`src/nbgr_pkg.sv`:
```
// Shared types and constants for the n-body gravity acceleration unit.
package nbgr_pkg;

    // One stored body, first field in the highest bits
    typedef struct packed {
        logic        [30:0] mass;
        logic signed [31:0] pos_y;
        logic signed [31:0] pos_x;
        logic signed [31:0] vel_y;
        logic signed [31:0] vel_x;
    } body_t;

    localparam int BODY_W = 159;

    // Configuration register indexes
    localparam logic [0:0] CFG_GR_COEF = 1'b0;
    localparam logic [0:0] CFG_THR     = 1'b1;

    localparam logic [47:0] GR_COEF_RESET = 48'd8346400;
    localparam logic [30:0] THR_RESET     = 31'd1049;

    // Arithmetic limits
    localparam int          ACC_W      = 48;
    localparam logic [31:0] F_CAP      = 32'hFFFF_FFFF;
    localparam logic [30:0] UNIT_CAP   = 31'h4000_0000;
    localparam logic [52:0] CORR_CAP   = 53'h10_0000_0000_0000;
    localparam logic [52:0] ONE_Q20    = 53'h10_0000;
    localparam logic [47:0] GR_SAT_LIM = 48'h10_0000_0000;
    localparam int          DIV_STEPS  = 32;
    localparam int          SQRT_STEPS = 32;

    // Divider request and response
    typedef struct packed {
        logic        start;
        logic [63:0] num;
        logic [63:0] den;
    } div_req_t;

    typedef struct packed {
        logic        done;
        logic        ovf;
        logic [31:0] quo;
    } div_rsp_t;

    // Back end sequencer states
    typedef enum logic [5:0] {
        BK_IDLE, BK_KRD, BK_KLAT, BK_KM1, BK_KM2, BK_KM3, BK_KM4, BK_KM5, BK_KSET,
        BK_JRD, BK_JLAT, BK_JSQX, BK_JSQY, BK_JR2, BK_JSQRT,
        BK_JBASE, BK_JBASEW, BK_JQ, BK_JQW, BK_JQ2, BK_JC1, BK_JC2, BK_JCORR,
        BK_JFAC, BK_JF1, BK_JF2, BK_JF, BK_JUX, BK_JUXW, BK_JUY, BK_JUYW,
        BK_JTX, BK_JTY, BK_JACC, BK_KOUT, BK_DONE
    } bk_state_t;

endpackage

```
`src/nbgr_fifo.sv`:
```
// Small command queue between the loading front end and the compute back end.
module nbgr_fifo #(
    parameter int WIDTH = 5,
    parameter int DEPTH = 2
) (
    input  logic             clk,
    input  logic             rst_n,
    input  logic             push,
    input  logic [WIDTH-1:0] push_data,
    output logic             full,
    input  logic             pop,
    output logic             not_empty,
    output logic [WIDTH-1:0] pop_data
);
    import nbgr_pkg::*;

    localparam int PW = (DEPTH > 1) ? $clog2(DEPTH) : 1;
    localparam int NW = $clog2(DEPTH + 1);

    logic [WIDTH-1:0] slot_reg [DEPTH];
    logic [PW-1:0]    wr_ptr_reg;
    logic [PW-1:0]    rd_ptr_reg;
    logic [NW-1:0]    fill_reg;

    assign full      = fill_reg == NW'(DEPTH);
    assign not_empty = fill_reg != '0;
    assign pop_data  = slot_reg[rd_ptr_reg];

    // Advance pointers and fill level
    always_ff @(posedge clk or negedge rst_n)
    begin
        if (!rst_n)
        begin
            wr_ptr_reg <= '0;
            rd_ptr_reg <= '0;
            fill_reg   <= '0;
        end
        else
        begin
            if (push)
            begin
                wr_ptr_reg <= (wr_ptr_reg == PW'(DEPTH - 1)) ? '0 : wr_ptr_reg + PW'(1);
            end
            if (pop)
            begin
                rd_ptr_reg <= (rd_ptr_reg == PW'(DEPTH - 1)) ? '0 : rd_ptr_reg + PW'(1);
            end
            if (push && !pop)
            begin
                fill_reg <= fill_reg + NW'(1);
            end
            else if (pop && !push)
            begin
                fill_reg <= fill_reg - NW'(1);
            end
        end
    end

    // Hold entries
    always_ff @(posedge clk)
    begin
        if (push)
        begin
            slot_reg[wr_ptr_reg] <= push_data;
        end
    end

endmodule

```
`config.mk`:
```
export PLATFORM = sky130hd
export DESIGN_NAME = nbgr_fifo
export DESIGN_NICKNAME = d
export VERILOG_FILES = /design/src/nbgr_pkg.sv /design/src/nbgr_fifo.sv
export SDC_FILE = /design/constraint.sdc
export NUM_CORES = 1
export LEC_CHECK = 0
export BUFFER_PORTS_ARGS = -buffer_cell sky130_fd_sc_hd__buf_2
export CORE_AREA = 2 2 39 41
export CTS_CLUSTER_SIZE = 20
export DETAILED_ROUTE_END_ITERATION = 16
export DIE_AREA = 0 0 41 43
export GPL_TIMING_DRIVEN = 0
export PLACE_DENSITY = 0.67
export SYNTH_ARGS = -nofsm -noshare
export SYNTH_HDL_FRONTEND = slang
export SYNTH_SLANG_ARGS = --single-unit
```
`constraint.sdc`:
```
create_clock -name clk -period 1.5 [get_ports clk]
set_clock_uncertainty 0.1 [all_clocks]
set_input_delay 0.3 -clock clk [delete_from_list [all_inputs] [get_ports clk]]
set_output_delay 0.3 -clock clk [all_outputs]
set_load 0.01 [all_outputs]
```
# --- Yosys cells after proc, flatten, opt, wreduce, memory -nomap -nowiden ---
# Memory sizes are Yosys's and may differ from the RTL's.
# Index checks and enable logic that the tools add are counted.
op_classes:
  add_sub_neg: 4
  eq_ne: 1
  n_mux: 6
  reduce_logical: 6
ops:
  columns: ["operator", "n"]
  rows:
  - ["$mux 1", 4]
  - ["$mux 2", 2]
  - ["$reduce_bool 2->1", 2]
  - ["$add 1x1->1 const B", 2]
  - ["$add 2x1->2 const B", 1]
  - ["$eq 2x2->1 const B", 1]
  - ["$logic_and 1x1->1", 2]
  - ["$logic_not 1->1", 2]
  - ["$sub 2x1->2 const B", 1]
word_totals:
  regBits: 4
  ram_bits: 10
  input_bits: 9
  output_inout_bits: 7
  elab_cells: 21
  mem_count: 1
mem_list:
  columns: ["memory", "depth", "word_bits", "read_ports", "rd_clocked_by_memory_dff", "wr", "line", "text"]
  rows:
  - ["slot_reg", 2, 5, 1, 0, 1, "nbgr_fifo.sv:20", "logic [WIDTH-1:0] slot_reg [DEPTH];"]

# --- Depth between registers and ports, before layout ---
# Gate-level depths: netlist of run 1.
depth:
  word_depth: 4
  ltp_mapped: 5
  mapped_depth_nobuf: 5

# --- Worst setup path after synthesis of run 1 ---
# No wires, ideal clock.
synth_path:
  kind: "reg-to-output"
  startpoint: "reg rd_ptr_reg"
  endpoint: "out pop_data[0]"
  arrival_ns: 0.782
  t_required_ns: 1.100
  setup_slack_ns: 0.318
  stages_incl_launch_ff: 3
  n_path_buf: 1
  cell_sequence: "dfrtp_1 buf_6 mux2_2"
synth_via:
  elab_chain_cells: 1
synth_lines:
  columns: ["element", "line", "text"]
  rows:
  - ["start, declared", "nbgr_fifo.sv:22", "logic [PW-1:0] rd_ptr_reg;"]
  - ["start signal, assigned", "nbgr_fifo.sv:46", "rd_ptr_reg <= (rd_ptr_reg == PW'(DEPTH - 1)) ? '0 : rd_ptr_reg + PW'(1);"]
  - ["$mem_v2 2x5", null, null]
  - ["end, declared", "nbgr_fifo.sv:13", "output logic [WIDTH-1:0] pop_data"]
# Every way passes these cells.

# --- Worst setup path after layout of run 1 ---
layout_path:
  startpoint: "reg rd_ptr_reg"
  endpoint: "out pop_data[3]"
# Same word-level chain as after synthesis.

==> reports/metrics.csv, run 1 <==
stage,metric,value,unit
clock_network,Num CTS Buffers,3,
setup_path,CP required,1.10,ns
global_routing,Total GRT Usage,0.127,
sta,Tmin final,1.62,ns
layout,Layout Nets,65,
pwr,power per cell area,1840,nW/um^2
sta,FMAX,617,MHz
placed_design,port buffer count,15,
outcome,status,finished with violations,
setup_path,crit path DAT,1.22,ns
sta,Slew Limit Headroom,0.660,
setup_path,CP Launch Type,register,
clock_network,Num Clock Sinks,14,
layout,max reg flops,10,
drt,Vias,307,
synth,Mapped Area,559,um^2
die,Die X,41,um
die,die height,43,um
drt,Vias per Instance,4.39,
drt,router iterations before antenna repair,4,
synth,synth warn,0,
clock_network,Clock Tree Buf Depth,2,
synth,distinct cell type count after synthesis,13,
layout,Antenna diodes,0,
die,Core Area,1380,um^2
outcome,failing checks,negative setup slack,
placed_design,Placed Instances,63,
pwr,Static Leak,0.000339,uW
die,Ports,16,
setup_path,max incr delay on CP,0.38,ns
drt,DRC,0,
pwr,maximum vdd drop,0.000857,V
sta,RSZ-0062 raised after global routing,true,
global_routing,grt total ovfl,0,
setup_path,critical path endpoint category,output port,
drt,DRT antenna net count,0,
pwr,total power,1410,uW
setup_path,Most common cell on crit path,buf_6,
global_routing,vias in the first global route,331,
sta,worst hold margin,0.107,ns
sta,final setup margin,-0.122,ns
sta,final setup fails,5,
synth,"top cells by area, synth","edfxtp_1 54%, dfrtp_1 18%, mux2_2 10%",
hold_path,HP Class,in2reg,
pwr,sequential group share of total power,0.420,
clock_network,CTS Root Cell,clkbuf_4,
layout,fin cells,70,
synth,Post-Synthesis Cells,32,
setup_path,"Slowest-stage cell, CP",dfrtp_1,
layout,P&R area growth vs syn,36.7,%
clock_network,"Clk pin slew, worst setup/hold paths",0.08,ns
sta,setup_tns,-0.580,ns
global_routing,largest net degree at the start of global routing,9,
sta,"Slew Viols, Final",0,
setup_path,critical path class,reg2out,
sta,Final period util,1.08,
setup_path,crit path max fanout,6,
die,die area,1760,um^2
sta,Worst Tran Pin Value,0.509,ns
clock_network,TritonCTS clock tree,built,
die,num rows,14,
placed_design,DP HPWL,562,um
pwr,Clk network pwr share,0.153,
drt,DR WL/cell,12.6,um
pwr,P_sw,405,uW
global_routing,initial antenna violation count,0,
drt,Post-Route WL,884,um
pwr,Sw Ratio,0.288,
synth,Seq cells post-synth,14,
drt,initial drt markers,4,
layout,layout cells sized above 1,0.519,
synth,Synth top area share,0.537,
die,initial core utilization,0.404,
clock_network,H-tree lvl count,1,
global_routing,first-pass GRT wire length,1340,um
run,MaxCap Viol Count,0,
pwr,P_int,1000,uW
sta,Final Hold Vio Count,0,
pwr,Comb pwr share,0.427,
synth,Avg Synthesized Cell Area,17.5,um^2
synth,sequential area share after synthesis,0.716,
synth,"Net Count, Synth",42,
setup_path,worst path cell trace,buf_6 > mux2_4 > buf_6,
clock_network,worst-skew pair later-pin latency,0.28,ns
synth,leading area contributor after synthesis,edfxtp_1,
placed_design,GPL Wtd Cong,0.640,
-- metrics by stage --
stage	utilization	worst slack (ns)	cell area, um^2
detailed placement	0.473	0.167	654
finish	0.552	-0.122	764
floorplan	-	0.318	559
CTS	0.532	-0.128	736
global placement	0.473	0.187	654
global route	0.552	-0.156	764
-- worst paths after layout --
check / from / endpoint / slack (ns) / depth (start not counted)
max: rd_ptr_reg / pop_data[3] / -0.12 / 3
min: push_data[1] / slot_reg[1][1] / 0.11 / 1
max reg2reg: wr_ptr_reg / slot_reg[0][2] / 0.21 / 1
min reg2reg: wr_ptr_reg / wr_ptr_reg / 0.39 / 1
max in group asynchronous: rst_n / rd_ptr_reg / 0.90 / 2
min in group asynchronous: rst_n / wr_ptr_reg / 0.27 / 2
-- placed cells by master (no fill, tap or decap), types with 2 or more instances in the layout --
cell type,n
edfxtp_1,10
buf_2,9
buf_4,2
mux2_4,5
xor2_1,4
clkbuf_4,3
buf_6,7
dfrtp_1,4
-- power by group through the flow --
stage / Clock [uW] / Combinational [uW] / Sequential [uW]
floorplan: 0 / 283 / 584
global placement: 0 / 396 / 592
detailed placement: 0 / 404 / 596
CTS: 227 / 524 / 592
global route: 242 / 642 / 602
finish: 215 / 600 / 590
-- cells in the mapped netlist --
library cell	count
dfrtp_1	4
nor2b_1	1
mux2_2	5
and2b_2	1
and2_1	1
xor2_1	4
xnor2_1	1
nor2_1	1
inv_1	1
edfxtp_1	10
ha_1	1
buf_6	1
or2_2	1
-- per-layer routing --
metal,track usage,part of all wire,vias up
met1,0.146,0.46,144
li1,-,-,156
met5,0,0,-
met3,0.0471,0.035,0
met2,0.178,0.50,7
met4,0.100,0,0
-- kinds of logic (layout without fill, tap and decap cells) --
group                    count (synthesis)  in the layout  synth area share
adder cells (fa/ha/maj)                  1              1            0.0224
multiplexers                             5              5             0.101
buffers and inverters                    2             24            0.0268
XOR/XNOR                                 5              5            0.0783
flip-flops                              14             14             0.716
AND/OR/NAND/NOR                          5              5            0.0559
-- layout make-up --
| cell class | instances | area (um^2) |
|---|---|---|
| multi-input combinational | 16 | 165 |
| timing repair buffer | 18 | 138 |
| sequential | 14 | 400 |
| clock buffer | 3 | 22.5 |
| tap | 16 | 20.0 |
| inverter | 1 | 3.75 |
| buffer | 1 | 11.3 |
| fill | 127 | 619 |
| clock inverter | 1 | 3.75 |
-- what timing repair did --
action	4_1_cts	5_1_grt
endpoints found under the hold margin	4	0
gates resized for setup	7	5
gates cloned	0	0
hold buffers	1	0
setup buffers	1	1
setup endpoints to repair	6	6
-- critical path: cells and delay by family (launching register included) --
kind	cells	cell delay, ns
muxes	1	0.30
DFF	1	0.38
buffers and inverters	2	0.26
Note: power is estimated with default switching activity, not from simulation.
==> inputs of run 2 (changes only) <==
Settings changed: HOLD_SLACK_MARGIN set to 0.15.
==> reports/metrics.csv, run 2 (synthesis gave the netlist of run 1 again) <==
stage,metric,value,unit,change
global_routing,vias in the first global route,354,,+6.9%
setup_path,CP required,1.10,ns,about the same
global_routing,initial antenna violation count,0,,unchanged
setup_path,CP top delay family,flip-flops,,
setup_path,crit path max fanout,6,,unchanged
drt,DRT antenna net count,0,,unchanged
die,num rows,14,,unchanged
die,Core Area,1380,um^2,unchanged
sta,final setup fails,5,,unchanged
clock_network,Clock Tree Buf Depth,2,,unchanged
placed_design,placed inst area,654,um^2,unchanged
layout,Antenna diodes,0,,unchanged
clock_network,Num CTS Buffers,3,,unchanged
setup_path,"reg-to-reg slack, setup",0.21,ns,about the same
sta,"Slew Viols, Final",0,,unchanged
setup_path,critical path class,reg2out,,
sta,RSZ-0062 raised after global routing,true,,
outcome,status,finished with violations,,
clock_network,"Clk pin slew, worst setup/hold paths",0.08,ns,about the same
global_routing,Total GRT Usage,0.134,,+0.00720
setup_path,CP Launch Type,register,,
hold_path,HP Class,in2reg,,
sta,Worst Tran Pin Value,0.512,ns,+0.00228 ns
global_routing,largest net degree at the start of global routing,9,,unchanged
clock_network,Num Clock Sinks,14,,unchanged
setup_path,Most common cell on crit path,buf_6,,
global_routing,grt total ovfl,0,,unchanged
setup_path,Buffers & Inverters on Critical Path,2,,unchanged
clock_network,TritonCTS clock tree,built,,
layout,layout cells sized above 1,0.450,,-0.0685
drt,DRC,0,,unchanged
setup_path,"Slowest-stage cell, CP",dfrtp_1,,
die,Die X,41,um,unchanged
setup_path,crit path DAT,1.22,ns,about the same
setup_path,worst path cell trace,buf_6 > mux2_4 > buf_6,,
clock_network,worst-skew pair later-pin latency,0.28,ns,about the same
die,die height,43,um,unchanged
die,Ports,16,,unchanged
drt,initial drt markers,6,,+2
drt,DR WL/cell,12.0,um,-5.1%
setup_path,critical path endpoint category,output port,,
sta,FMAX,618,MHz,+0.25%
sta,Final period util,1.08,,-0.00274
layout,Final Cell Area,832,um^2,+8.8%
layout,"commonest non-fill, non-tap cell in the layout",edfxtp_1,,
sta,worst hold margin,0.229,ns,+0.122 ns
clock_network,H-tree lvl count,1,,unchanged
layout,Layout Nets,71,,+9.2%
die,die area,1760,um^2,unchanged
sta,Slew Limit Headroom,0.658,,-0.00152
drt,Vias,328,,+6.8%
run,MaxCap Viol Count,0,,unchanged
layout,most frequent cells in the layout,"10 x edfxtp_1, 8 x buf_2, 7 x buf_6, 7 x dlygate4sd3_1, 5 x mux2_4",,
pwr,maximum vdd drop,0.000951,V,+11%
drt,Post-Route WL,911,um,+3.1%
placed_design,GPL Wtd Cong,0.640,,unchanged
sta,final setup margin,-0.117,ns,+0.00411 ns
setup_path,max incr delay on CP,0.38,ns,about the same
clock_network,CTS Root Cell,clkbuf_4,,
pwr,power per cell area,1700,nW/um^2,-7.7%
drt,Vias per Instance,4.32,,-1.6%
die,initial core utilization,0.404,,unchanged
sta,Final Hold Vio Count,0,,unchanged
drt,router iterations before antenna repair,3,,-1
global_routing,first-pass GRT wire length,1440,um,+7.2%
sta,Tmin final,1.62,ns,-0.00411 ns
placed_design,DP HPWL,562,um,unchanged
placed_design,port buffer count,15,,unchanged
outcome,failing checks,negative setup slack,,
layout,max reg flops,10,,unchanged
layout,P&R area growth vs syn,48.8,%,
pwr,Static Leak,0.000373,uW,+10%
run 2: per-stage QoR:
stage / utilization / total power, uW / instances / setup WS [ns] / TNS (ns)
final: 0.601 / 1410 / 76 / -0.117 / -0.559
after global routing: 0.601 / 1500 / 76 / -0.155 / -0.760
after CTS: 0.582 / 1360 / 76 / -0.128 / -0.638
after detailed placement: 0.473 / 1000 / 63 / 0.167 / 0
after global placement: 0.473 / 988 / 63 / 0.187 / 0
after floorplan: - / 867 / 32 / 0.318 / 0
run 2: area by class of cell:
cell class,count,area (um^2)
buffer,1,11.3
clock buffer,3,22.5
clock inverter,1,3.75
fill,118,552
inverter,1,3.75
multi-input combinational,16,165
sequential,14,400
tap,16,20.0
timing repair buffer,24,205
run 2: path summary, 6_finish.rpt:
kind,startpoint,endpoint,cells after the start
hold reg to reg,wr_ptr_reg,wr_ptr_reg,1
setup reg to reg,wr_ptr_reg,slot_reg[0][2],1
hold / removal,pop,rd_ptr_reg,2
setup / recovery,rd_ptr_reg,pop_data[3],3
max in group asynchronous,rst_n,fill_reg[0],2
min in group asynchronous,rst_n,wr_ptr_reg,2
run 2: metal layers:
layer / track usage / wire length (um)
met5: 0 / 0
met4: 0.100 / 0
met3: 0.0471 / 31
met2: 0.191 / 458
met1: 0.157 / 421
run 2: repair_timing:
action	CTS	global route
pin swaps	0	2
endpoints found under the setup margin	6	7
resized for setup	7	6
hold endpoints to repair	16	0
hold buffers	8	0
buffers inserted	1	1
run 2: power breakdown:
group	internal (uW)	total (uW)	switching (uW)	leakage, uW
Clock	96.4	213	117	0.0000154
Combinational	382	609	228	0.000217
Sequential	534	589	55.6	0.000140
Total	1010	1410	400	0.000373
