==> config.mk <==
export PLATFORM = sky130hd
export DESIGN_NAME = nbgr_front
export DESIGN_NICKNAME = d
export VERILOG_FILES = /design/src/nbgr_pkg.sv /design/src/nbgr_front.sv
export SDC_FILE = /design/constraint.sdc
export NUM_CORES = 1
export LEC_CHECK = 0
export ABC_AREA = 0
export BUFFER_PORTS_ARGS = -buffer_cell sky130_fd_sc_hd__buf_2
export CAP_MARGIN = 5
export CORE_AREA = 10 10 124 126
export CTS_BUF_LIST = sky130_fd_sc_hd__clkbuf_8
export DETAILED_ROUTE_END_ITERATION = 8
export DIE_AREA = 0 0 134 136
export SKIP_CTS_REPAIR_TIMING = 1
export SYNTH_ARGS = -nofsm -noshare
export SYNTH_HDL_FRONTEND = slang
export SYNTH_SLANG_ARGS = --single-unit
==> constraint.sdc <==
create_clock -name clk -period 2.8 [get_ports clk]
set_input_delay 0.14 -clock clk [delete_from_list [all_inputs] [get_ports clk]]
set_output_delay 0.14 -clock clk [all_outputs]
set_load 0.05 [all_outputs]
==> src/nbgr_pkg.sv <==
// Shared types and constants for the n-body gravity acceleration unit.
package nbgr_pkg;

    // One stored body, first field in the highest bits
    typedef struct packed {
        logic        [30:0] mass;
        logic signed [31:0] pos_y;
        logic signed [31:0] pos_x;
        logic signed [31:0] vel_y;
        logic signed [31:0] vel_x;
    } body_t;

    localparam int BODY_W = 159;

    // Configuration register indexes
    localparam logic [0:0] CFG_GR_COEF = 1'b0;
    localparam logic [0:0] CFG_THR     = 1'b1;

    localparam logic [47:0] GR_COEF_RESET = 48'd8346400;
    localparam logic [30:0] THR_RESET     = 31'd1049;

    // Arithmetic limits
    localparam int          ACC_W      = 48;
    localparam logic [31:0] F_CAP      = 32'hFFFF_FFFF;
    localparam logic [30:0] UNIT_CAP   = 31'h4000_0000;
    localparam logic [52:0] CORR_CAP   = 53'h10_0000_0000_0000;
    localparam logic [52:0] ONE_Q20    = 53'h10_0000;
    localparam logic [47:0] GR_SAT_LIM = 48'h10_0000_0000;
    localparam int          DIV_STEPS  = 32;
    localparam int          SQRT_STEPS = 32;

    // Divider request and response
    typedef struct packed {
        logic        start;
        logic [63:0] num;
        logic [63:0] den;
    } div_req_t;

    typedef struct packed {
        logic        done;
        logic        ovf;
        logic [31:0] quo;
    } div_rsp_t;

    // Back end sequencer states
    typedef enum logic [5:0] {
        BK_IDLE, BK_KRD, BK_KLAT, BK_KM1, BK_KM2, BK_KM3, BK_KM4, BK_KM5, BK_KSET,
        BK_JRD, BK_JLAT, BK_JSQX, BK_JSQY, BK_JR2, BK_JSQRT,
        BK_JBASE, BK_JBASEW, BK_JQ, BK_JQW, BK_JQ2, BK_JC1, BK_JC2, BK_JCORR,
        BK_JFAC, BK_JF1, BK_JF2, BK_JF, BK_JUX, BK_JUXW, BK_JUY, BK_JUYW,
        BK_JTX, BK_JTY, BK_JACC, BK_KOUT, BK_DONE
    } bk_state_t;

endpackage

==> src/nbgr_front.sv <==
// Front end: accepts body beats, writes the body store, queues a run on the last beat.
module nbgr_front #(
    parameter int MAX_BODIES = 16
) (
    input  logic                          clk,
    input  logic                          rst_n,
    input  logic                          s_tvalid,
    output logic                          s_tready,
    input  logic [159:0]                  s_tdata,
    input  logic                          s_tlast,
    output logic                          st_we,
    output logic [$clog2(MAX_BODIES)-1:0] st_addr,
    output nbgr_pkg::body_t               st_data,
    output logic                          q_push,
    output logic [$clog2(MAX_BODIES+1)-1:0] q_data,
    input  logic                          q_full,
    input  logic                          run_done
);
    import nbgr_pkg::*;

    localparam int AW = $clog2(MAX_BODIES);
    localparam int CW = $clog2(MAX_BODIES + 1);

    logic [CW-1:0] count_reg;
    logic          busy_reg;
    logic          beat;
    logic          has_room;

    assign s_tready = !busy_reg && !q_full;
    assign beat     = s_tvalid && s_tready;
    assign has_room = count_reg < CW'(MAX_BODIES);

    // Store write; drop the beat when the store is full
    assign st_we   = beat && has_room;
    assign st_addr = count_reg[AW-1:0];
    assign st_data = s_tdata[BODY_W-1:0];

    // Queue a run when the last body arrives
    assign q_push = beat && s_tlast;
    assign q_data = has_room ? count_reg + CW'(1) : count_reg;

    // Count bodies, hold off loading while a run is in flight
    always_ff @(posedge clk or negedge rst_n)
    begin
        if (!rst_n)
        begin
            count_reg <= '0;
            busy_reg  <= 1'b0;
        end
        else
        begin
            if (beat)
            begin
                if (s_tlast)
                begin
                    count_reg <= '0;
                    busy_reg  <= 1'b1;
                end
                else if (has_room)
                begin
                    count_reg <= count_reg + CW'(1);
                end
            end
            else if (run_done)
            begin
                busy_reg <= 1'b0;
            end
        end
    end

endmodule

After elaboration in Yosys (flattened, before gate mapping)
Cells that the tools add are included.
{ "totals": {"memories": 0, "mem_bits_ro": 0, "output_inout_bits": 171, "register_bits": 6, "in_bits": 166, "latch_bits": 0, "ram_bits": 0} }
{ "classes": {"n_addsub": 1, "n_eq_ne": 1, "n_bitwise": 0, "shifts": 0, "order_cmp": 1, "muxes": 5, "mul": 0, "div": 0, "n_reduce_logical": 8} }
{ "ops": {"columns": ["cell", "count"], "rows": [
  ["5-bit 2-to-1 mux", 2],
  ["5-bit by 1-bit adder with 5-bit output, second input constant", 1],
  ["5-bit < comparator, second input constant", 1],
  ["1-bit logical AND", 4],
  ["1-bit 2-to-1 mux", 3],
  ["1-bit zero test", 2],
  ["2-bit inequality test, second input constant", 1],
  ["2-bit AND reduction", 1],
  ["2-bit nonzero test", 1]
]} }

Logic depth before layout (Yosys ltp)
Gate-level depths: netlist (run 1).
{ "logic_depth": {"ltp_word": 5, "depth_mapped": 4} }

Least setup slack after synthesis (run 1)
Ideal clock, no wire load.
{ "synth_timing": {"path_type": "flip-flop to flip-flop", "from": "register count_reg[0]", "to": "register count_reg[2]", "slack_ns": 0.954, "setup_time_ns": 0.068, "stages_incl_launch_ff": 5, "arrival_time_ns": 1.778, "required_ns": 2.732, "cell_sequence": "dfrtp_1 > ha_1 > nand2b_1 > xnor2_1 > a22o_2"} }
{ "synth_via": {"elab_chain_cells": 3, "elab_cells_between_ends": 4, "cone_classes": "add/sub (1); order compare (1); mux (2)"} }
{ "synth_lines": {"columns": ["item", "line", "source"], "rows": [
  ["start, declared", "nbgr_front.sv:24", "logic [CW-1:0] count_reg;"],
  ["start signal, assigned", "nbgr_front.sv:61", "count_reg <= count_reg + CW'(1);"],
  ["5-bit by 1-bit adder with 5-bit output or 5-bit < comparator (tied branches)", null, null],
  ["5-bit 2-to-1 mux *", "nbgr_front.sv:59", "else if (has_room)"],
  ["named net q_data[2]", "nbgr_front.sv:15", "output logic [$clog2(MAX_BODIES+1)-1:0] q_data,"],
  ["5-bit 2-to-1 mux *", "nbgr_front.sv:54", "if (s_tlast)"]
]} }
Mark *: on every way through the listed nets, which the timed path passes. The rest lies on a longest branch.
A chain may end at the register's enable or synchronous reset.

Worst setup path after layout (run 1)
{ "layout_timing": {"from": "register busy_reg", "to": "output port q_push"} }
{ "layout_via": {"elab_chain_cells": 4} }
{ "layout_lines": {"columns": ["item", "line", "source"], "rows": [
  ["start, declared", "nbgr_front.sv:25", "logic busy_reg;"],
  ["start signal, assigned", "nbgr_front.sv:48", "busy_reg <= 1'b0;"],
  ["start signal, assigned", "nbgr_front.sv:57", "busy_reg <= 1'b1;"],
  ["start signal, assigned", "nbgr_front.sv:66", "busy_reg <= 1'b0;"],
  ["1-bit zero test", "nbgr_front.sv:29", "assign s_tready = !busy_reg && !q_full;"],
  ["1-bit logical AND", "nbgr_front.sv:29", null],
  ["1-bit logical AND", "nbgr_front.sv:30", "assign beat = s_tvalid && s_tready;"],
  ["1-bit logical AND", "nbgr_front.sv:39", "assign q_push = beat && s_tlast;"],
  ["end, declared", "nbgr_front.sv:14", "output logic q_push,"]
]} }
Every way passes these cells.

==> results of run 1 <==
[area by class of cell]
type	instances	area share, %
repair buffers	18	13.6
well taps	176	31.6
clock buffers	3	5.92
flip-flops and latches	6	21.5
multi-input cells	28	26.8
inverters	1	0.539
[logic make-up (layout without fill, tap and decap cells)]
family	count (synthesis)	in the layout	synth area share [%]
xor+xnor	3	3	1.67
simple gates	17	17	5.80
buf+inv	166	22	78.6
compound gates	6	6	2.86
fa+ha+maj	1	1	0.795
mux	1	1	0.715
flops	6	6	9.54
[worst max path at each step]
stage / start / end / slack [ns] / depth (start not counted)
2_1_floorplan: count_reg[0] / count_reg[2] / 0.95 / 4
3_3_place_gp: busy_reg / count_reg[3] / 1.35 / 3
3_5_place_dp: busy_reg / count_reg[3] / 1.35 / 3
4_1_cts: busy_reg / q_push / 1.11 / 3
5_1_grt: busy_reg / q_push / 1.0 / 3
6_report: busy_reg / q_push / 1.14 / 3
[stage by stage]
step           area, µm²  hold WS [ns]
2_1_floorplan       1570        -0.156
3_3_place_gp         646       -0.0259
3_5_place_dp         646       -0.0180
4_1_cts              687        -0.259
5_1_grt              697         0.195
6_report             697         0.184
[cell usage in the layout (no fill, tap or decap), types with 2 or more instances in the layout]
master and count:
clkbuf_8 3, dfrtp_1 6, xnor2_1 3, o21ai_0 2, buf_2 17, nand2_1 5
nor2_1 4
[power by group]
part           total [µW]  internal (µW)  switching (µW)  leakage (µW)
logic                 184           44.8             140      0.000160
registers             117           99.3            17.9     0.0000774
clock network         132           92.5            39.6     0.0000216
[cell usage after synthesis]
| cell type | number | area [µm²] |
|---|---|---|
| xnor2_1 | 3 | 26.3 |
| nor2_1 | 4 | 15.0 |
| nand3_1 | 1 | 5.00 |
| buf_4 | 163 | 1220 |
| or3b_1 | 1 | 8.76 |
| a22o_2 | 1 | 10.0 |
| nor3b_1 | 1 | 7.51 |
| mux2_2 | 1 | 11.3 |
| nand3b_1 | 1 | 7.51 |
| and2_1 | 1 | 6.26 |
| a31o_2 | 1 | 8.76 |
| dfrtp_1 | 6 | 150 |
| or4_1 | 1 | 7.51 |
| inv_1 | 1 | 3.75 |
| clkbuf_2 | 2 | 10.0 |
| nand4b_1 | 1 | 8.76 |
| nand2b_1 | 1 | 6.26 |
| o21ai_0 | 2 | 10.0 |
| a21o_1 | 1 | 7.51 |
| ha_1 | 1 | 12.5 |
| a41oi_1 | 1 | 8.76 |
| nand2_1 | 5 | 18.8 |
[per-layer routing]
metal  routed length, µm  part of all wire (%)  track usage (%)  vias up
met5                   0                     0             1.66        -
met4                 451                   9.3             5.80        0
met3                1690                    35             7.97       49
met2                2160                    45             7.19      146
met1                 536                    11             1.31      198
li1                    -                     -                -      167
[critical path: stages (launching register included)]
cell,delay [ns]
dfrtp_1,0.39
nor3b_1,0.38
and2_1,0.24
buf_2,0.28
==> results by group, run 1 <==
Status
  – Outcome: finished clean

Die
  – Die Width: 134 µm
  – Core ar.: 0.0130 mm²
  – Initial Util: 12.1%
  – Num rows: 42
  – Die area: 0.0182 mm²
  – IO Count: 337
  – Die Height: 136 µm

Worst setup path
  – Crit. End Element: output port
  – CP required: 2.66 ns
  – Worst r2r src: busy_reg
  – FF-to-FF End: count_reg[3]
  – Kind of critical path: reg2out
  – Reg2reg path depth: 3
  – CP Max Fanout: 4
  – CP Launch Type: flop
  – Worst R2R Setup Slack: 1.34 ns
  – CP arrival: 1.52 ns

Detailed routing
  – Routed vias/inst: 2.41
  – Routed vias: 560
  – Antenna viol nets, final: 0
  – Remaining DRCs: 0
  – DR WL/cell: 20.9 µm
  – Post-Route WL: 4840 µm
  – DRT iter0 DRCs: 3
  – TritonRoute pass-1 iters: 2

Place
  – Cells after DPL: 228
  – Setup Slack @ Placement: 1.35 ns
  – IO buf count: 17
  – Gp weighted congestion: 0.677
  – Hpwl dp: 4410 µm

Hold path
  – Hold Path Cell Cnt: 2
  – Worst hold endpoint: count_reg[0]
  – Startpoint of the worst hold path: s_tlast
  – Min-delay worst type: in2reg

Power and ir drop
  – Power Density: 622 mW/mm²
  – Peak supply drop: 81.8 µV
  – Lkg Pwr: 0.000259 µW
  – Pwr Total: 434 µW

Final layout
  – Multi-input logic area: 186 µm²
  – Register area: 150 µm²
  – Max reg flops: 5
  – P&R area growth vs syn: -55.7%
  – Antenna diode count: 0
  – Share of cells above drive strength 1: 41.1%
  – Fill cell count: 1555
  – Non-Filler Instances: 232
  – Core Util, Final: 5.37%
  – Layout net count: 225

STA
  – Clock skew after layout: 0.00138 ns
  – Part of the cycle the worst path needs: 59.2%
  – Least-Margin Pin Slew: 0.419 ns
  – Total Neg Setup Slack: 0 ns
  – Period minus WS final: 1.66 ns
  – Fmax: 0.603 GHz
  – Final setup violation count: 0
  – Final worst slack: 1.14 ns
  – RSZ-0062 raised after global routing: no
  – Hold Violations, Final: 0
  – Slew Limit Headroom: 72.0%
  – Slew Viols, Final: 0

Global route
  – Overall routing resource usage: 4.92%
  – Gr ovfl total: 0
  – Pin count of the biggest net entering global routing: 8
  – Vias in the first global route: 658
  – Initial antenna violation count: 0
  – First-pass GRT wire length: 6070 µm

CTS
  – Clk_lat worst skew: 0.23 ns
  – CTS Sinks: 6
  – Clock Path Buffers: 2
  – CTS tree: built
  – CTS Buf Count: 3
  – H-tree level count: 1
  – CTS Root Buffer Type: clkbuf_8
  – Reg clk slew, reported paths: 0.04 ns

Yosys
  – Post-Synthesis Cells: 200
  – Sequential area share after synthesis: 9.54%
  – Post-synthesis sequential element count: 6
  – Yosys cell types: 22
  – Yosys warns: 0
  – Syn Area/Cell: 7.87 µm²
  – Syn_nets: 367
  – Syn Std Cell Area: 0.00157 mm²

Flow run
  – Max cap viols: 0
(Power assumes the default switching activity.)
==> run 2: changes to the inputs <==
- CORE_AREA: 10 10 124 126 -> 10 10 121 123
- DIE_AREA: 0 0 134 136 -> 0 0 131 133
- clock period: 2.8 -> 1.57 ns (I/O delays scaled with it)
==> results by group, run 2 (same netlist as run 1, synthesis figures left out) <==
Status
  – Outcome: finished clean (unchanged)

Global route
  – Pin count of the biggest net entering global routing: 8 (unchanged)
  – Gr ovfl total: 0 (unchanged)
  – Vias in the first global route: 637 (was 658)
  – Overall routing resource usage: 3.86% (was 4.92%)
  – First-pass GRT wire length: 4660 µm (was 6070 µm)
  – Initial antenna violation count: 0 (unchanged)

Worst setup path
  – Slowest stage cell on the critical path: dfrtp_1 (unchanged)
  – Worst path top cell family by delay: simple AND/OR/NAND/NOR gates (unchanged)
  – Worst r2r src: count_reg[2] (was busy_reg)
  – Crit path top cell by count: buf_4
  – Crit path buffers/inverters: 2 (was 1)
  – CP Max Fanout: 6 (was 4)
  – Worst setup startpoint: busy_reg (unchanged)
  – CP required: 1.49 ns (was 2.66 ns)
  – Crit. End Element: output port (unchanged)
  – Slowest stage delay, CP: 0.41 ns (was 0.39 ns)
  – CP Launch Type: flop (unchanged)
  – CP cell instances: or3b_1 > buf_4 > nor2_2 > buf_4 (was nor3b_1 > and2_1 > buf_2)
  – Kind of critical path: reg2out (unchanged)
  – CP arrival: 1.45 ns (was 1.52 ns)

Hold path
  – Startpoint of the worst hold path: s_tlast (unchanged)
  – Min-delay worst type: in2reg (unchanged)

Final layout
  – Commonest non-fill, non-tap cell in the layout: buf_2 (unchanged)
  – Max reg flops: 5 (unchanged)
  – Share of cells above drive strength 1: 54.2% (was 41.1%)
  – P&R area growth vs syn: -52.1% (was -55.7%)
  – Commonest non-fill, non-tap cells in the layout: 14 x buf_2, 5 x nand2_1, 5 x dfrtp_1 (was 17 x buf_2, 6 x dfrtp_1, 5 x nand2_1)
  – Core Util, Final: 6.09% (was 5.37%)
  – Non-Filler Instances: 231 (was 232)
  – Antenna diode count: 0 (unchanged)
  – Layout net count: 228 (was 225)

Place
  – Hpwl dp: 3220 µm (was 4410 µm)
  – Gp weighted congestion: 0.719 (was 0.677)
  – Cells after DPL: 227 (was 228)
  – Setup Slack @ Placement: 0.199 ns (was 1.35 ns)
  – IO buf count: 17 (unchanged)

Die
  – Initial Util: 12.7% (was 12.1%)
  – Die Width: 131 µm (was 134 µm)
  – Core ar.: 0.0124 mm² (was 0.0130 mm²)
  – IO Count: 337 (unchanged)
  – Die area: 0.0174 mm² (was 0.0182 mm²)
  – Num rows: 41 (was 42)
  – Die Height: 133 µm (was 136 µm)

STA
  – Least-Margin Pin Slew: 0.261 ns (was 0.419 ns)
  – Slew Limit Headroom: 82.7% (was 72.0%)
  – Fmax: 0.653 GHz
  – Period minus WS final: 1.53 ns
  – Part of the cycle the worst path needs: 97.6%
  – Min Hold Slack: 0.128 ns (was 0.184 ns)
  – Final worst slack: 0.0382 ns (was 1.14 ns)
  – RSZ-0062 raised after global routing: no (unchanged)
  – Hold Violations, Final: 0 (unchanged)
  – Clock skew after layout: 0.00260 ns (was 0.00138 ns)
  – Final setup violation count: 0 (unchanged)
  – Slew Viols, Final: 0 (unchanged)

Power and ir drop
  – Combinational power share: 44.4% (was 42.5%)
  – Net Switching: 360 µW (was 197 µW)
  – Seq pwr share: 26.5% (was 27.0%)
  – Pwr Total: 804 µW (was 434 µW)
  – Switching power share of the total: 44.8% (was 45.4%)
  – Clock power share: 29.1% (was 30.5%)
  – Lkg Pwr: 0.000292 µW (was 0.000259 µW)
  – Peak supply drop: 208 µV (was 81.8 µV)
  – Power Density: 1070 mW/mm² (was 622 mW/mm²)
  – Cell internal pwr: 444 µW (was 237 µW)

Detailed routing
  – Antenna viol nets, final: 0 (unchanged)
  – Remaining DRCs: 0 (unchanged)
  – TritonRoute pass-1 iters: 2 (unchanged)
  – Routed vias/inst: 2.52 (was 2.41)
  – DRT iter0 DRCs: 17 (was 3)
  – DR WL/cell: 16.0 µm (was 20.9 µm)
  – Post-Route WL: 3690 µm (was 4840 µm)
  – Routed vias: 581 (was 560)

CTS
  – Clock Path Buffers: 2 (unchanged)
  – CTS Root Buffer Type: clkbuf_8 (unchanged)
  – CTS Sinks: 6 (unchanged)
  – Clk_lat worst skew: 0.23 ns (about the same)
  – Reg clk slew, reported paths: 0.04 ns (about the same)
  – CTS Buf Count: 3 (unchanged)
  – CTS tree: built (unchanged)
  – H-tree level count: 1 (unchanged)

Flow run
  – Max cap viols: 0 (unchanged)
[run 2: cell types whose count changed in the layout (fill, tap and decap cells not counted), moves of 2 or more]
cell	previous run	this run
xnor2_1	3	0
xnor2_2	0	3
clkbuf_4	0	2
buf_4	0	4
buf_2	17	14
[run 2: layout make-up]
cell class / count / area, µm²
repair buffers: 21 / 125
inverters: 1 / 3.75
fillers: 1455 / 11600
clock buffers: 3 / 41.3
flip-flops and latches: 6 / 151
multi-input cells: 28 / 216
well taps: 172 / 215
[run 2: metrics by stage]
step	TNS [ns]	area, µm²
after floorplan	0	1600
after global placement	0	688
after detailed placement	0	688
after CTS	-0.00821	729
after global routing	0	753
final	0	753
[run 2: layer usage]
| layer | track usage [%] | share of wire (%) | routed length, µm |
|---|---|---|---|
| met1 | 1.26 | 14 | 512 |
| met2 | 5.34 | 42 | 1550 |
| met3 | 4.87 | 29 | 1070 |
| met4 | 6.74 | 15 | 547 |
| met5 | 0 | 0 | 0 |
[run 2: final timing paths]
check	slack, ns	to	depth (start not counted)
setup / recovery	0.04	st_we	4
hold / removal	0.13	count_reg[0]	2
hold reg to reg	0.56	busy_reg	1
max in group asynchronous	1.20	count_reg[0]	2
min in group asynchronous	0.21	count_reg[2]	2
setup reg to reg	0.20	count_reg[3]	3
[run 2: power groups by stage]
stage | logic (µW) | clock network, µW | registers [µW]
after detailed placement | 352 | 0 | 215
after CTS | 352 | 241 | 213
after floorplan | 1390 | 0 | 207
after global placement | 348 | 0 | 213
final | 357 | 234 | 213
after global routing | 377 | 246 | 218
[run 2: worst reg2reg max path, cell delays in order (launching register included)]
cell,delay [ns]
dfrtp_1,0.45
nand4b_1,0.23
or4_1,0.53
nand3_1,0.10
==> run 3: changes to the inputs <==
==> constraint.sdc (replaced) <==
create_clock -name clk -period 1.57 [get_ports clk]
set_input_delay 0.314 -clock clk [delete_from_list [all_inputs] [get_ports clk]]
set_output_delay 0.314 -clock clk [all_outputs]
set_load 0.05 [all_outputs]
==> results by group, run 3 (same netlist as run 1, synthesis figures left out) <==
CTS
  – CTS tree: built (unchanged)
  – CTS Buf Count: 3 (unchanged)
  – Clk_lat worst skew: 0.23 ns (about the same)
  – Reg clk slew, reported paths: 0.04 ns (about the same)
  – CTS Sinks: 6 (unchanged)
  – CTS Root Buffer Type: clkbuf_8 (unchanged)
  – H-tree level count: 1 (unchanged)
  – Clock Path Buffers: 2 (unchanged)

Detailed routing
  – TritonRoute pass-1 iters: 3 (was 2)
  – Antenna viol nets, final: 0 (unchanged)
  – Routed vias/inst: 2.57 (was 2.52)
  – Remaining DRCs: 0 (unchanged)
  – DRT iter0 DRCs: 8 (was 17)
  – Post-Route WL: 3920 µm (was 3690 µm)
  – DR WL/cell: 16.4 µm (was 16.0 µm)
  – Routed vias: 615 (was 581)

Die
  – Core ar.: 0.0124 mm² (unchanged)
  – Die Width: 131 µm (unchanged)
  – IO Count: 337 (unchanged)
  – Initial Util: 12.7% (unchanged)
  – Die area: 0.0174 mm² (unchanged)
  – Die Height: 133 µm (unchanged)
  – Num rows: 41 (unchanged)

STA
  – Final setup violation count: 4 (was 0)
  – Period minus WS final: 1.64 ns (was 1.53 ns)
  – Final worst slack: -0.0652 ns (was 0.0382 ns)
  – Slew Viols, Final: 0 (unchanged)
  – Min Hold Slack: 0.371 ns (was 0.128 ns)
  – Slew Limit Headroom: 81.1% (was 82.7%)
  – RSZ-0062 raised after global routing: yes (was no)
  – Least-Margin Pin Slew: 0.284 ns (was 0.261 ns)
  – Fmax: 0.612 GHz (was 0.653 GHz)
  – Clock skew after layout: 0.00788 ns (was 0.00260 ns)
  – Part of the cycle the worst path needs: 104% (was 97.6%)
  – Total Neg Setup Slack: -0.191 ns (was 0 ns)
  – Hold Violations, Final: 0 (unchanged)

Power and ir drop
  – Peak supply drop: 179 µV (was 208 µV)
  – Seq pwr share: 22.4% (was 26.5%)
  – Combinational power share: 51.8% (was 44.4%)
  – Power Density: 1030 mW/mm² (was 1070 mW/mm²)
  – Net Switching: 395 µW (was 360 µW)
  – Cell internal pwr: 530 µW (was 444 µW)
  – Clock power share: 25.8% (was 29.1%)
  – Switching power share of the total: 42.7% (was 44.8%)
  – Lkg Pwr: 0.000351 µW (was 0.000292 µW)

Hold path
  – Min-delay worst type: in2reg (unchanged)

Final layout
  – Core Util, Final: 7.26% (was 6.09%)
  – Post-route cell area: 897 µm² (was 753 µm²)
  – Max reg flops: 5 (unchanged)
  – Antenna diode count: 0 (unchanged)
  – Commonest non-fill, non-tap cell in the layout: buf_4 (was buf_2)
  – Layout net count: 236 (was 228)
  – Fill cell count: 1438 (was 1455)
  – Multi-input logic area: 256 µm² (was 216 µm²)
  – Register area: 151 µm² (unchanged)
  – Share of cells above drive strength 1: 64.2% (was 54.2%)
  – P&R area growth vs syn: -43.0% (was -52.1%)
  – Commonest non-fill, non-tap cells in the layout: 11 x buf_4, 10 x buf_2, 5 x nand2_1, 5 x dfrtp_1, 5 x buf_6 (was 14 x buf_2, 5 x nand2_1, 5 x dfrtp_1)

Place
  – Placed instance area: 711 µm² (was 688 µm²)
  – Hpwl dp: 3300 µm (was 3220 µm)
  – IO buf count: 17 (unchanged)
  – Gp weighted congestion: 0.769 (was 0.719)

Worst setup path
  – Worst path top cell family by delay: flip-flops (was simple AND/OR/NAND/NOR gates)
  – Slowest stage delay, CP: 0.45 ns (was 0.41 ns)
  – CP Max Fanout: 6 (unchanged)
  – Slowest stage cell on the critical path: dfrtp_2 (was dfrtp_1)
  – Crit. End Element: output port (unchanged)
  – CP Launch Type: flop (unchanged)
  – CP required: 1.26 ns (was 1.49 ns)
  – CP arrival: 1.32 ns (was 1.45 ns)
  – Crit path buffers/inverters: 1 (was 2)
  – Kind of critical path: reg2out (unchanged)
  – CP cell instances: nand4b_1 > xnor2_2 > buf_6 (was or3b_1 > buf_4 > nor2_2 > buf_4)

Global route
  – Gr ovfl total: 0 (unchanged)
  – Overall routing resource usage: 4.11% (was 3.86%)
  – Pin count of the biggest net entering global routing: 8 (unchanged)
  – Initial antenna violation count: 0 (unchanged)
  – First-pass GRT wire length: 4950 µm (was 4660 µm)
  – Vias in the first global route: 681 (was 637)

Flow run
  – Max cap viols: 0 (unchanged)

Status
  – Failing checks: negative setup slack
  – Outcome: finished with violations (was finished clean)
==> run 3: changes by cell type in the layout (fill, tap and decap cells not counted), moves of 2 or more <==
| cell | before | now |
|---|---|---|
| buf_4 | 4 | 11 |
| clkbuf_4 | 2 | 0 |
| buf_2 | 14 | 10 |
| buf_6 | 0 | 5 |
| buf_8 | 0 | 2 |
==> run 3: per-stage QoR <==
step	std cells	setup WS, ns	power, µW
4_1_cts	233	-0.200	830
3_3_place_gp	230	-0.00488	576
6_report	239	-0.0652	925
2_1_floorplan	200	-0.0406	1600
3_5_place_dp	230	-0.00560	583
5_1_grt	239	-0.134	978
==> run 3: power by group through the flow <==
stage	Combinational (µW)	Clock, µW	Sequential, µW
after floorplan	1390	0	207
after global placement	373	0	202
after detailed placement	379	0	204
after CTS	380	248	202
after global routing	504	263	211
final	479	239	207
==> run 3: layout make-up <==
cell class              count  share of cell area, %
flip-flops and latches      6                   16.9
repair buffers             29                   25.5
inverters                   1                  0.418
well taps                 172                   24.0
clock buffers               3                   4.60
multi-input cells          28                   28.6
==> run 3: worst paths after layout <==
check,start,endpoint,slack [ns],cells past startpoint
max,count_reg[4],q_data[3],-0.07,3
min,run_done,busy_reg,0.37,3
max reg2reg,count_reg[4],count_reg[3],0.02,4
min reg2reg,busy_reg,busy_reg,0.55,1
max in group asynchronous,rst_n,count_reg[4],0.95,2
min in group asynchronous,rst_n,count_reg[3],0.45,2
==> run 3: metal layers <==
metal | GRT usage, % | vias up | routed length, µm
met5 | 0 | - | 0
met4 | 7.42 | 0 | 546
met3 | 5.03 | 64 | 1030
met2 | 5.62 | 119 | 1740
met1 | 1.37 | 240 | 604
li1 | - | 192 | -
==> run 3: tightest hold or removal path, stage by stage <==
cell and delay, ns:
buf_2 0.10, inv_1 0.05, a21o_1 0.10
